`src/rtl/rtri_pkg.sv`:
```
// ----------------------------------------------------------------------------
// rtri_pkg
// Shared constants, command and status codes, and transaction payload types
// for the triangle rasterizer with depth test.
// ----------------------------------------------------------------------------
package rtri_pkg;

    // screen geometry and subpixel precision
    localparam int FB_WIDTH  = 128;
    localparam int FB_HEIGHT = 128;
    localparam int SUB_BITS  = 4;
    localparam int NPIX      = FB_WIDTH * FB_HEIGHT;
    localparam int ADDR_W    = $clog2(NPIX);
    localparam int XW        = $clog2(FB_WIDTH);
    localparam int YW        = $clog2(FB_HEIGHT);

    // setup arithmetic widths
    localparam int MA_W       = 40;
    localparam int MB_W       = 32;
    localparam int PROD_W     = 72;
    localparam int DEN_W      = 36;
    localparam int Q_W        = 32;
    localparam int DIGIT_W    = 8;
    localparam int MUL_DIGITS = MA_W / DIGIT_W;

    // commands
    localparam logic [1:0] CMD_CLEAR = 2'd0;
    localparam logic [1:0] CMD_DRAW  = 2'd1;
    localparam logic [1:0] CMD_READ  = 2'd2;

    // result status
    localparam logic [1:0] RES_DONE      = 2'd0;
    localparam logic [1:0] RES_DRAWN     = 2'd1;
    localparam logic [1:0] RES_CULLED    = 2'd2;
    localparam logic [1:0] RES_OFFSCREEN = 2'd3;

    typedef struct packed {
        logic        [1:0]  cmd;
        logic signed [15:0] vertex_a_x;
        logic signed [15:0] vertex_a_y;
        logic signed [31:0] vertex_a_invw;
        logic signed [15:0] vertex_b_x;
        logic signed [15:0] vertex_b_y;
        logic signed [31:0] vertex_b_invw;
        logic signed [15:0] vertex_c_x;
        logic signed [15:0] vertex_c_y;
        logic signed [31:0] vertex_c_invw;
        logic        [31:0] color_value;
        logic        [13:0] pixel_index;
    } req_t;

    typedef struct packed {
        logic        [1:0]  status;
        logic        [14:0] pixels_written;
        logic        [31:0] read_color;
        logic signed [31:0] read_depth;
    } rsp_t;

endpackage

```
`src/rtl/rtri_div.sv`:
```
// ----------------------------------------------------------------------------
// rtri_div
// Restoring divider, signed numerator by positive denominator, quotient
// truncated toward zero and saturated to 32 bits, one bit per cycle.
// ----------------------------------------------------------------------------
module rtri_div (
    input  logic                               clk,
    input  logic                               rst_n,
    input  logic                               start,
    input  logic signed [rtri_pkg::PROD_W-1:0] num,
    input  logic        [rtri_pkg::DEN_W-1:0]  den,
    output logic                               done,
    output logic signed [rtri_pkg::Q_W-1:0]    quo
);

    localparam int NW = rtri_pkg::PROD_W;
    localparam int QB = rtri_pkg::Q_W - 1;
    localparam int CW = $clog2(QB);

    localparam logic [1:0] P_IDLE  = 2'd0;
    localparam logic [1:0] P_CHECK = 2'd1;
    localparam logic [1:0] P_RUN   = 2'd2;
    localparam logic [1:0] P_FIN   = 2'd3;

    logic [1:0]    phase_reg;
    logic          done_reg;
    logic [CW-1:0] cnt_reg;
    logic [NW-1:0] rem_reg;
    logic [NW-1:0] dsh_reg;
    logic [QB-1:0] q_reg;
    logic          neg_reg;
    logic          sat_reg;
    logic signed [rtri_pkg::Q_W-1:0] quo_reg;
    logic          fits;

    assign fits = rem_reg >= dsh_reg;

    always_ff @(posedge clk or negedge rst_n)
    begin
        if (!rst_n)
        begin
            phase_reg <= P_IDLE;
            done_reg  <= 1'b0;
            cnt_reg   <= '0;
        end
        else
        begin
            done_reg <= 1'b0;
            unique case (phase_reg)
                P_IDLE:
                begin
                    if (start)
                    begin
                        phase_reg <= P_CHECK;
                    end
                end
                P_CHECK:
                begin
                    cnt_reg   <= CW'(QB - 1);
                    phase_reg <= fits ? P_FIN : P_RUN;
                end
                P_RUN:
                begin
                    cnt_reg <= cnt_reg - 1'b1;
                    if (cnt_reg == '0)
                    begin
                        phase_reg <= P_FIN;
                    end
                end
                P_FIN:
                begin
                    done_reg  <= 1'b1;
                    phase_reg <= P_IDLE;
                end
                default:
                begin
                    phase_reg <= P_IDLE;
                end
            endcase
        end
    end

    // remainder and quotient datapath
    always_ff @(posedge clk)
    begin
        if (phase_reg == P_IDLE && start)
        begin
            neg_reg <= num[NW-1];
            rem_reg <= num[NW-1] ? NW'(-num) : NW'(num);
            dsh_reg <= NW'(den) << QB;
            q_reg   <= '0;
        end
        else if (phase_reg == P_CHECK)
        begin
            sat_reg <= fits;
            dsh_reg <= dsh_reg >> 1;
        end
        else if (phase_reg == P_RUN)
        begin
            if (fits)
            begin
                rem_reg <= rem_reg - dsh_reg;
            end
            q_reg   <= {q_reg[QB-2:0], fits};
            dsh_reg <= dsh_reg >> 1;
        end
        else if (phase_reg == P_FIN)
        begin
            if (sat_reg)
            begin
                quo_reg <= neg_reg ? 32'sh80000000 : 32'sh7FFFFFFF;
            end
            else
            begin
                quo_reg <= neg_reg ? -$signed({1'b0, q_reg}) : $signed({1'b0, q_reg});
            end
        end
    end

    assign done = done_reg;
    assign quo  = quo_reg;

endmodule

```
`config.mk`:
```
export PLATFORM = sky130hd
export DESIGN_NAME = rtri_div
export DESIGN_NICKNAME = d
export VERILOG_FILES = /design/src/rtl/rtri_pkg.sv /design/src/rtl/rtri_div.sv
export SDC_FILE = /design/constraint.sdc
export NUM_CORES = 1
export LEC_CHECK = 0
export ABC_CLOCK_PERIOD_IN_PS = 6900
export BUFFER_PORTS_ARGS = -buffer_cell sky130_fd_sc_hd__clkbuf_2
export CAP_MARGIN = 10
export CORE_MARGIN = 2
export CORE_UTILIZATION = 35
export CTS_BUF_LIST = sky130_fd_sc_hd__clkbuf_4
export CTS_CLUSTER_SIZE = 12
export DETAILED_ROUTE_END_ITERATION = 16
export GPL_ROUTABILITY_DRIVEN = 0
export PLACE_DENSITY = 0.63
export RECOVER_POWER = 25
export SETUP_SLACK_MARGIN = 0.2
export SYNTH_ARGS = -nofsm -noshare
export SYNTH_HDL_FRONTEND = slang
export SYNTH_SLANG_ARGS = --single-unit
```
`constraint.sdc`:
```
create_clock -name clk -period 6.9 [get_ports clk]
set_clock_uncertainty 0.2 [all_clocks]
set_input_delay 0.69 -clock clk [delete_from_list [all_inputs] [get_ports clk]]
set_output_delay 0.69 -clock clk [all_outputs]
set_load 0.05 [all_outputs]
```
==> flow_metrics.env, run 1 <==
export IMPL_clkTransAtPathRegs_ps=70
export IMPL_io_pins=144
export IMPL_core_um2=42000
export IMPL_period_minus_slack_ps=5380
export IMPL_power_leakage_nw=6.78
export IMPL_vias=13417
export IMPL_drtIter0Drc=1061
export IMPL_final_common_cell="nor2_1"
export IMPL_initial_core_util_pct=35.5
export IMPL_fin_cells=2493
export IMPL_timing_rr_start="phase_reg[0]"
export IMPL_htreeDepth=2
export IMPL_ys_types=70
export IMPL_root_buffer="clkbuf_4"
export IMPL_track_usage_pct=18.5
export IMPL_yosysSeqAreaShare_pct=38.2
export IMPL_grt_pass1_vias=12821
export IMPL_postLayoutCoreUtil_pct=41.0
export IMPL_async_reset_ff_share_pct=3.77
export IMPL_cts_resized=0
export IMPL_die_y_um=211
export IMPL_grt_pass1_wl_mm=66.2
export IMPL_rr_worst_depth=9
export IMPL_hold_viol_final=0
export IMPL_wl_mm=41.6
export IMPL_worst_hold_path_type="in2reg"
export IMPL_firstDrtPassIters=5
export IMPL_dp_cells=2345
export IMPL_setup_viol=0
export IMPL_place_hpwl_mm=30.7
export IMPL_crit_path_top_delay_cell="clkbuf_1"
export IMPL_dieArea_um2=44400
export IMPL_synth_avg_cell_area_um2=8.59
export IMPL_cts_hold_buf=33
export IMPL_cap_violations=5
export IMPL_final_cell_mix="nor2_1 (184), nand2_1 (171), o21ai_0 (143)"
export IMPL_crit_path_start_kind="flip-flop"
export IMPL_min_path_cells=3
export IMPL_ys_seq_elements=212
export IMPL_period_share_pct=78.0
export IMPL_grt_max_degree=93
export IMPL_worstMarginPinSlew_ps=2650
export IMPL_fin_setup_tns_ps=0
export IMPL_r2r_end="rem_reg[70]"
export IMPL_largest_reg_flops=72
export IMPL_cts_sinks=212
export IMPL_cts_tree="yes"
export IMPL_syn_nets=1928
export IMPL_arrival_ps=5790
export IMPL_relSlewSlack_pct=-76.9
export IMPL_synth_edf_count=142
export IMPL_cts_buffer_depth=3
export IMPL_ir_drop_mv=0.223
export IMPL_powerDensity_nw_per_um2=588
export IMPL_nets=2089
export IMPL_rows=75
export IMPL_fmax_ghz=0.186
export IMPL_clkLatencyLatePin_ps=790
export IMPL_yosysWarningCount=0
export IMPL_wl_per_cell_um=16.7
export IMPL_ff2ff_setup_slack_ps=1520
export IMPL_num_fill_cells=4228
export IMPL_failed_checks="capacitance limit, slew limit"
export IMPL_grt_ovfl_total=0
export IMPL_drive_above_1_share_pct=12.4
export IMPL_ant_nets=0
export IMPL_synth_main_ff_cell="edfxtp_1"
export IMPL_synthCells=1740
export IMPL_io_buffer_count=143
export IMPL_netlist_area_um2=14900
export IMPL_rsz0062_at_grt="no"
export IMPL_worstSetupPathType="reg2reg"
export IMPL_cts_buffers=60
export IMPL_status="finished, violations left"
export IMPL_slew_violations=225
export IMPL_viasPerCell=5.38
export IMPL_cpPeakStageDelay_ps=1930
export IMPL_crit_fanout=92
export IMPL_dieWidth_um=211
export IMPL_drcViolationCount=0
export IMPL_antenna_found_initial=1
export IMPL_endpoint_kind="flip-flop"
export IMPL_min_to="dsh_reg[59]"
export IMPL_worstPathRequired_ps=7300
export IMPL_cts_setup_buffers=0
export IMPL_min_from="den[28]"
export IMPL_areaGrowthSynthToFinish_pct=15.3
export IMPL_path_cells="inv_1 > ha_1 > nand2_4 > clkbuf_1 > inv_6 > buf_4 > a311oi_1 > a21oi_1 > a211oi_1"
==> metrics by stage <==
step	instance area [µm²]	power (W)	hold WS [ps]	setup WS, ps
floorplan	14900	0.00733	194	250
global placement	16100	0.00868	288	2310
detailed placement	16100	0.00876	309	2200
CTS	17300	0.0101	14.3	2190
global route	17200	0.0110	33.1	1110
finish	17200	0.0101	69.6	1520
==> power by group <==
group	internal (W)	switching, W
combinational	0.00235	0.00392
sequential	0.00232	0.000280
clock	0.000683	0.000575
==> cells by family after synthesis <==
family,share of synthesized area [%]
simple gates,18.6
mux,4.43
buf+inv,4.75
compound gates,19.6
flops,38.2
fa+ha+maj,6.50
xor+xnor,7.97
==> synthesized netlist by cell type, drive strengths merged, types with 11 or more instances <==
master / number / area (µm²)
nor2: 184 / 691
nand2: 172 / 646
o21ai: 147 / 736
edfxtp: 142 / 4260
a21oi: 137 / 686
xnor2: 102 / 893
inv: 101 / 379
clkbuf: 77 / 289
ha: 76 / 951
mux2i: 65 / 651
dfxtp: 62 / 1240
a21o: 53 / 398
nor3: 37 / 190
nand3: 35 / 175
o31ai: 34 / 260
xor2: 34 / 298
or3: 29 / 186
nand4: 23 / 144
nor4: 17 / 134
nand2b: 16 / 100
o21bai: 15 / 113
a211oi: 14 / 105
or4: 14 / 113
and3: 13 / 81.3
a31oi: 11 / 68.8
buf: 11 / 41.3
==> worst max-delay path by stage <==
stage                             from          end  slack [ps]  cells after the start
after floorplan            rem_reg[19]   rem_reg[0]         250                     12
after global placement      rem_reg[0]  rem_reg[65]        2310                     14
after detailed placement    rem_reg[0]  rem_reg[40]        2200                     14
after CTS                   rem_reg[0]  rem_reg[26]        2190                     14
after global routing      phase_reg[0]  rem_reg[31]        1110                      9
final                     phase_reg[0]  rem_reg[70]        1520                      9
==> area by class of cell <==
type	instances	area (µm²)	area share (%)
Antenna cell	1	2.50	0.0145
Sequential cell	212	5710	33.1
Timing Repair Buffer	187	1070	6.22
Clock inverter	22	144	0.835
Tap cell	539	674	3.92
Clock buffer	92	691	4.01
Multi-Input combinational cell	1339	8550	49.6
Inverter	101	384	2.23
==> layer usage <==
metal  global-route usage, %  up-vias  part of all wire, %
li1                        -     6644                    -
met1                    24.5     6278                   46
met2                    30.5      409                   46
met3                    3.06       86                  5.4
met4                    6.85        0                  2.8
met5                       0        -                    0
==> critical path: cells and delay by family, from the launching register on <==
kind / cells / cell delay (ps)
buf+inv: 4 / 3320
compound gates: 3 / 580
simple gates: 1 / 420
flops: 1 / 400
fa+ha+maj: 1 / 260
Power figures use the tool's default switching activity.
==> inputs of run 2 (changes only) <==
- ABC_CLOCK_PERIOD_IN_PS: 6900 -> 5200
- PLACE_DENSITY: 0.63 -> 0.61
- clock period: 6.9 -> 5.2 ns (I/O delays scaled with it)
==> run 2 against run 1 <==
The run still ends with capacitance limit, slew limit left. Register-to-register slack lost 690 ps. Total power increased by 32%. Global-route usage increased by 0.12 points.
==> flow_metrics.env, run 2 (synthesized netlist as in run 1, its figures left out) <==
export IMPL_nets=2112
export IMPL_p_comb_share_pct=62.5
export IMPL_endpoint_kind="flip-flop"
export IMPL_power_leakage_nw=6.87
export IMPL_grt_max_degree=97
export IMPL_core_um2=42000
export IMPL_root_buffer="clkbuf_4"
export IMPL_cts_buffer_depth=3
export IMPL_antenna_found_initial=1
export IMPL_clkLatencyLatePin_ps=740
export IMPL_io_pins=144
export IMPL_rsz0062_at_grt="no"
export IMPL_cts_buffers=61
export IMPL_vias=13565
export IMPL_worstPathRequired_ps=5370
export IMPL_cts_sinks=212
export IMPL_crit_path_start_kind="flip-flop"
export IMPL_clkTransAtPathRegs_ps=70
export IMPL_die_y_um=211
export IMPL_period_share_pct=84.2
export IMPL_areaGrowthSynthToFinish_pct=16.3
export IMPL_pwr_share_clk_pct=11.6
export IMPL_failed_checks="capacitance limit, slew limit"
export IMPL_final_cell_mix="nor2_1 (184), nand2_1 (172), o21ai_0 (143)"
export IMPL_crit_fanout=47
export IMPL_drcViolationCount=0
export IMPL_io_buffer_count=143
export IMPL_cts_resized=0
export IMPL_grt_ovfl_total=0
export IMPL_ir_drop_mv=0.282
export IMPL_status="finished, violations left"
export IMPL_drive_above_1_share_pct=12.7
export IMPL_firstDrtPassIters=6
export IMPL_largest_reg_flops=72
export IMPL_dieWidth_um=211
export IMPL_place_hpwl_mm=30.7
export IMPL_wl_per_cell_um=16.7
export IMPL_sequentialPowerShare_pct=25.9
export IMPL_cts_tree="yes"
export IMPL_htreeDepth=2
export IMPL_arrival_ps=4540
export IMPL_postLayoutCoreUtil_pct=41.3
export IMPL_rows=75
export IMPL_fin_setup_tns_ps=0
export IMPL_worstMarginPinSlew_ps=3130
export IMPL_worst_hold_path_type="in2reg"
export IMPL_hold_viol_final=0
export IMPL_dieArea_um2=44400
export IMPL_powerDensity_nw_per_um2=767
export IMPL_intPower_w=0.00701
export IMPL_netSwitchingPower_w=0.00632
export IMPL_cap_violations=4
export IMPL_worstSetupPathType="reg2reg"
export IMPL_initial_core_util_pct=35.5
export IMPL_track_usage_pct=18.6
export IMPL_viasPerCell=5.40
export IMPL_grt_pass1_vias=13289
export IMPL_grt_pass1_wl_mm=66.9
export IMPL_drtIter0Drc=1111
export IMPL_relSlewSlack_pct=-109
export IMPL_wl_mm=41.8
export IMPL_ant_nets=0
export IMPL_period_minus_slack_ps=4380
export IMPL_setup_viol=0
export IMPL_final_common_cell="nor2_1"
export IMPL_fmax_ghz=0.229
export IMPL_slew_violations=185
export IMPL_p_sw_share_pct=47.4
==> run 2: cell count changes in the layout (fill, tap and decap cells not counted), sizes merged <==
| cell | delta |
|---|---|
| clkbuf | +2 |
| bufinv | -2 |
| dlygate4sd3 | +19 |
| inv | +1 |
| clkinv | -5 |
| buf | +3 |
==> run 2: stage by stage <==
step / power, W / instance area [µm²] / hold slack (ps) / std cells / setup slack, ps
global placement: 0.0115 / 16100 / 225 / 2348 / 1010
global route: 0.0145 / 17400 / 9.03 / 2511 / 394
floorplan: 0.00971 / 14900 / 24.4 / 1740 / 286
finish: 0.0133 / 17400 / 47.6 / 2511 / 824
CTS: 0.0133 / 17400 / 3.17 / 2510 / 874
detailed placement: 0.0116 / 16100 / 222 / 2348 / 916
==> run 2: power by group through the flow <==
stage          combinational (W)  clock (W)  sequential, W
4_1_cts                  0.00824    0.00160        0.00345
3_5_place_dp             0.00816          0        0.00348
2_1_floorplan            0.00603          0        0.00367
3_3_place_gp             0.00809          0        0.00346
6_report                 0.00832    0.00155        0.00346
5_1_grt                  0.00926    0.00169        0.00354
==> run 2: path summary, 6_finish.rpt <==
| check | from | end | slack (ps) | depth (start not counted) |
|---|---|---|---|---|
| max reg2reg | dsh_reg[19] | rem_reg[3] | 820 | 13 |
| min in group asynchronous | rst_n | phase_reg[0] | 570 | 3 |
| max in group asynchronous | rst_n | cnt_reg[4] | 3160 | 4 |
| min reg2reg | dsh_reg[10] | dsh_reg[10] | 320 | 2 |
| min | num[50] | rem_reg[50] | 50 | 4 |
| max | dsh_reg[19] | rem_reg[3] | 820 | 13 |
==> run 2: routing by layer <==
layer | vias to the layer above | share of wire, % | track usage, %
li1 | 6688 | - | -
met1 | 6344 | 45 | 24.2
met2 | 424 | 46 | 31.1
met5 | - | 0 | 0
met3 | 109 | 5.7 | 2.88
met4 | 0 | 3.5 | 7.43
==> run 2: final cells by class <==
| type | instances | area, µm² |
|---|---|---|
| Antenna cell | 1 | 2.50 |
| Multi-Input combinational cell | 1339 | 8540 |
| Clock buffer | 94 | 706 |
| Inverter | 101 | 384 |
| Sequential cell | 212 | 5710 |
| Timing Repair Buffer | 209 | 1290 |
| Fill cell | 4324 | 24700 |
| Tap cell | 539 | 674 |
| Clock inverter | 16 | 66.3 |
==> run 2: repair_timing <==
| item | in CTS | in global routing |
|---|---|---|
| endpoints found under the hold margin | 57 | 0 |
| endpoints found under the setup margin | 0 | 0 |
| hold buffers | 52 | 0 |
| buffers inserted | 0 | 0 |
==> run 2: critical path, cell delays in order (launching register included) <==
cell and delay [ps]:
dfxtp_1 350, inv_1 50, ha_1 390, a21oi_1 320, a31oi_1 150, o21ai_0 260
nand3_1 160, a2111oi_2 560, nor3_1 220, o21bai_1 230, nand3_1 150, a21oi_1 450
o22ai_4 110, buf_4 380
==> inputs of run 3 (changes only) <==
- ABC_CLOCK_PERIOD_IN_PS: 5200 -> 3600
- PLACE_DENSITY: 0.61 -> 0.63
- clock period: 5.2 -> 3.6 ns (I/O delays scaled with it)
==> run 3 against run 2 <==
The run still ends with capacitance limit, slew limit left. Sequential cell count did not move. Die area unchanged. Highest routed layer is now met5. Maximum frequency is 26% higher. Total power grew 63%.
==> flow_metrics.env, run 3 (synthesized netlist as in run 1, its figures left out) <==
export IMPL_arrival_ps=3790
export IMPL_drcViolationCount=0
export IMPL_cpMostUsedCell="buf_12"
export IMPL_worstMarginPinSlew_ps=1770
export IMPL_worst_hold_path_type="in2reg"
export IMPL_powerDensity_nw_per_um2=1100
export IMPL_failed_checks="capacitance limit, slew limit"
export IMPL_wl_mm=45.1
export IMPL_crit_fanout=27
export IMPL_fmax_ghz=0.287
export IMPL_relSlewSlack_pct=-17.8
export IMPL_ff2ff_setup_slack_ps=120
export IMPL_clkTransAtPathRegs_ps=70
export IMPL_largest_reg_flops=72
export IMPL_fin_cells=2707
export IMPL_place_hpwl_mm=32.0
export IMPL_postLayoutCoreUtil_pct=46.9
export IMPL_path_cells="ha_2 > a21oi_1 > a31oi_1 > o21ai_1 > nand3_2 > a2111oi_4 > nor3_2 > o21bai_1 > nand3_1 > a21oi_2 > o22ai_4 > buf_12 > buf_12"
export IMPL_cts_sinks=212
export IMPL_grt_ovfl_total=0
export IMPL_crit_path_top_delay_cell="a2111oi_4"
export IMPL_hold_viol_final=0
export IMPL_timing_rr_start="rem_reg[19]"
export IMPL_initial_core_util_pct=35.5
export IMPL_final_cell_mix="nor2_1 (183), nand2_1 (167), edfxtp_1 (142)"
export IMPL_slew_violations=34
export IMPL_core_um2=42000
export IMPL_rows=75
export IMPL_crit_path_start_kind="flip-flop"
export IMPL_fin_setup_tns_ps=0
export IMPL_rr_worst_depth=13
export IMPL_period_minus_slack_ps=3480
export IMPL_grt_max_degree=98
export IMPL_areaGrowthSynthToFinish_pct=32.1
export IMPL_setup_viol=0
export IMPL_ant_nets=0
export IMPL_nets=2307
export IMPL_cts_buffer_depth=3
export IMPL_r2r_end="rem_reg[43]"
export IMPL_viasPerCell=5.33
export IMPL_cp_num_buf_inv=2
export IMPL_ir_drop_mv=0.401
export IMPL_wl_per_cell_um=16.7
export IMPL_dp_cells=2451
export IMPL_cts_buffers=60
export IMPL_rsz0062_at_grt="yes"
export IMPL_antenna_found_initial=2
export IMPL_cpPeakStageDelay_ps=400
export IMPL_dieWidth_um=211
export IMPL_cap_violations=1
export IMPL_final_common_cell="nor2_1"
export IMPL_track_usage_pct=19.8
export IMPL_htreeDepth=2
export IMPL_firstDrtPassIters=6
export IMPL_min_path_cells=6
export IMPL_cp_top_family="compound AO/OA/AOI/OAI gates"
export IMPL_worstSetupPathType="reg2reg"
export IMPL_root_buffer="clkbuf_4"
export IMPL_die_y_um=211
export IMPL_worstPathRequired_ps=3910
export IMPL_crit_start="rem_reg[19]"
export IMPL_drtIter0Drc=1084
export IMPL_cts_tree="yes"
export IMPL_io_buffer_count=143
export IMPL_min_to="rem_reg[15]"
export IMPL_clkLatencyLatePin_ps=810
export IMPL_period_share_pct=96.7
export IMPL_dieArea_um2=44400
export IMPL_power_leakage_nw=7.89
export IMPL_vias=14432
export IMPL_endpoint_kind="flip-flop"
export IMPL_grt_pass1_wl_mm=70.6
export IMPL_io_pins=144
export IMPL_grt_pass1_vias=13954
export IMPL_drive_above_1_share_pct=21.0
export IMPL_min_from="num[13]"
export IMPL_status="finished, violations left"
[run 3: cell types whose count changed in the layout (fill, tap and decap cells not counted), moves of 10 or more]
cell / delta
o21ai_0: -14
buf_4: +105
a21oi_2: +11
dlygate4sd3_1: +77
ha_4: +10
a21oi_1: -12
o21ai_1: +10
ha_1: -18
[run 3: layer usage]
metal  vias up  global-route usage [%]  part of all wire, %
li1       7061                       -                    -
met1      6796                    25.2                   43
met2       460                    32.8                   47
met3       113                    3.42                  6.0
met4         2                    9.32                  3.5
met5         -                       0                0.029
[run 3: timing repair]
item                                   4_1_cts  5_1_grt
hold buffers                               129        0
pin swaps                                   25       22
endpoints found under the hold margin      120        0
gates resized for setup                     44       77
setup endpoints to repair                   86      113
buffers inserted                             7        9
[run 3: worst max path at each step]
stage             endpoint  slack [ps]  cells past startpoint
3_3_place_gp   rem_reg[47]         -90                     13
4_1_cts        rem_reg[65]         160                     13
2_1_floorplan   rem_reg[0]        -290                     13
3_5_place_dp   rem_reg[59]        -150                     13
5_1_grt        rem_reg[66]         -30                     12
6_report       rem_reg[43]         120                     13
[run 3: worst reg2reg max path, delay by kind of cell (launching register included)]
| kind | cells | cell delay, ps |
|---|---|---|
| AND/OR/NAND/NOR | 3 | 420 |
| adder cells (fa/ha/maj) | 1 | 350 |
| AO/OA/AOI/OAI | 7 | 1500 |
| buffers and inverters | 2 | 320 |
| flip-flops | 1 | 390 |
[run 3: power by group]
| part | internal (W) | total (W) | switching [W] |
|---|---|---|---|
| sequential | 0.00444 | 0.00502 | 0.000581 |
| combinational | 0.00608 | 0.0144 | 0.00836 |
| clock | 0.00121 | 0.00232 | 0.00111 |
[run 3: final cells by class]
type,instances,area [µm²]
Clock buffer,90,676
Timing Repair Buffer,405,3070
Fill cell,3993,22300
Multi-Input combinational cell,1339,9100
Sequential cell,212,5720
Antenna cell,1,2.50
Inverter,101,384
Tap cell,539,674
Clock inverter,20,110
[run 3: metrics by stage]
step           hold slack [ps]  area, µm²  total power, W  setup WS, ps
2_1_floorplan             -136      15000          0.0141          -292
3_3_place_gp              60.7      17000          0.0179         -94.1
3_5_place_dp              56.5      17000          0.0180          -148
4_1_cts                   32.6      19400          0.0210           158
5_1_grt                    167      19700          0.0234         -30.8
6_report                   126      19700          0.0218           119
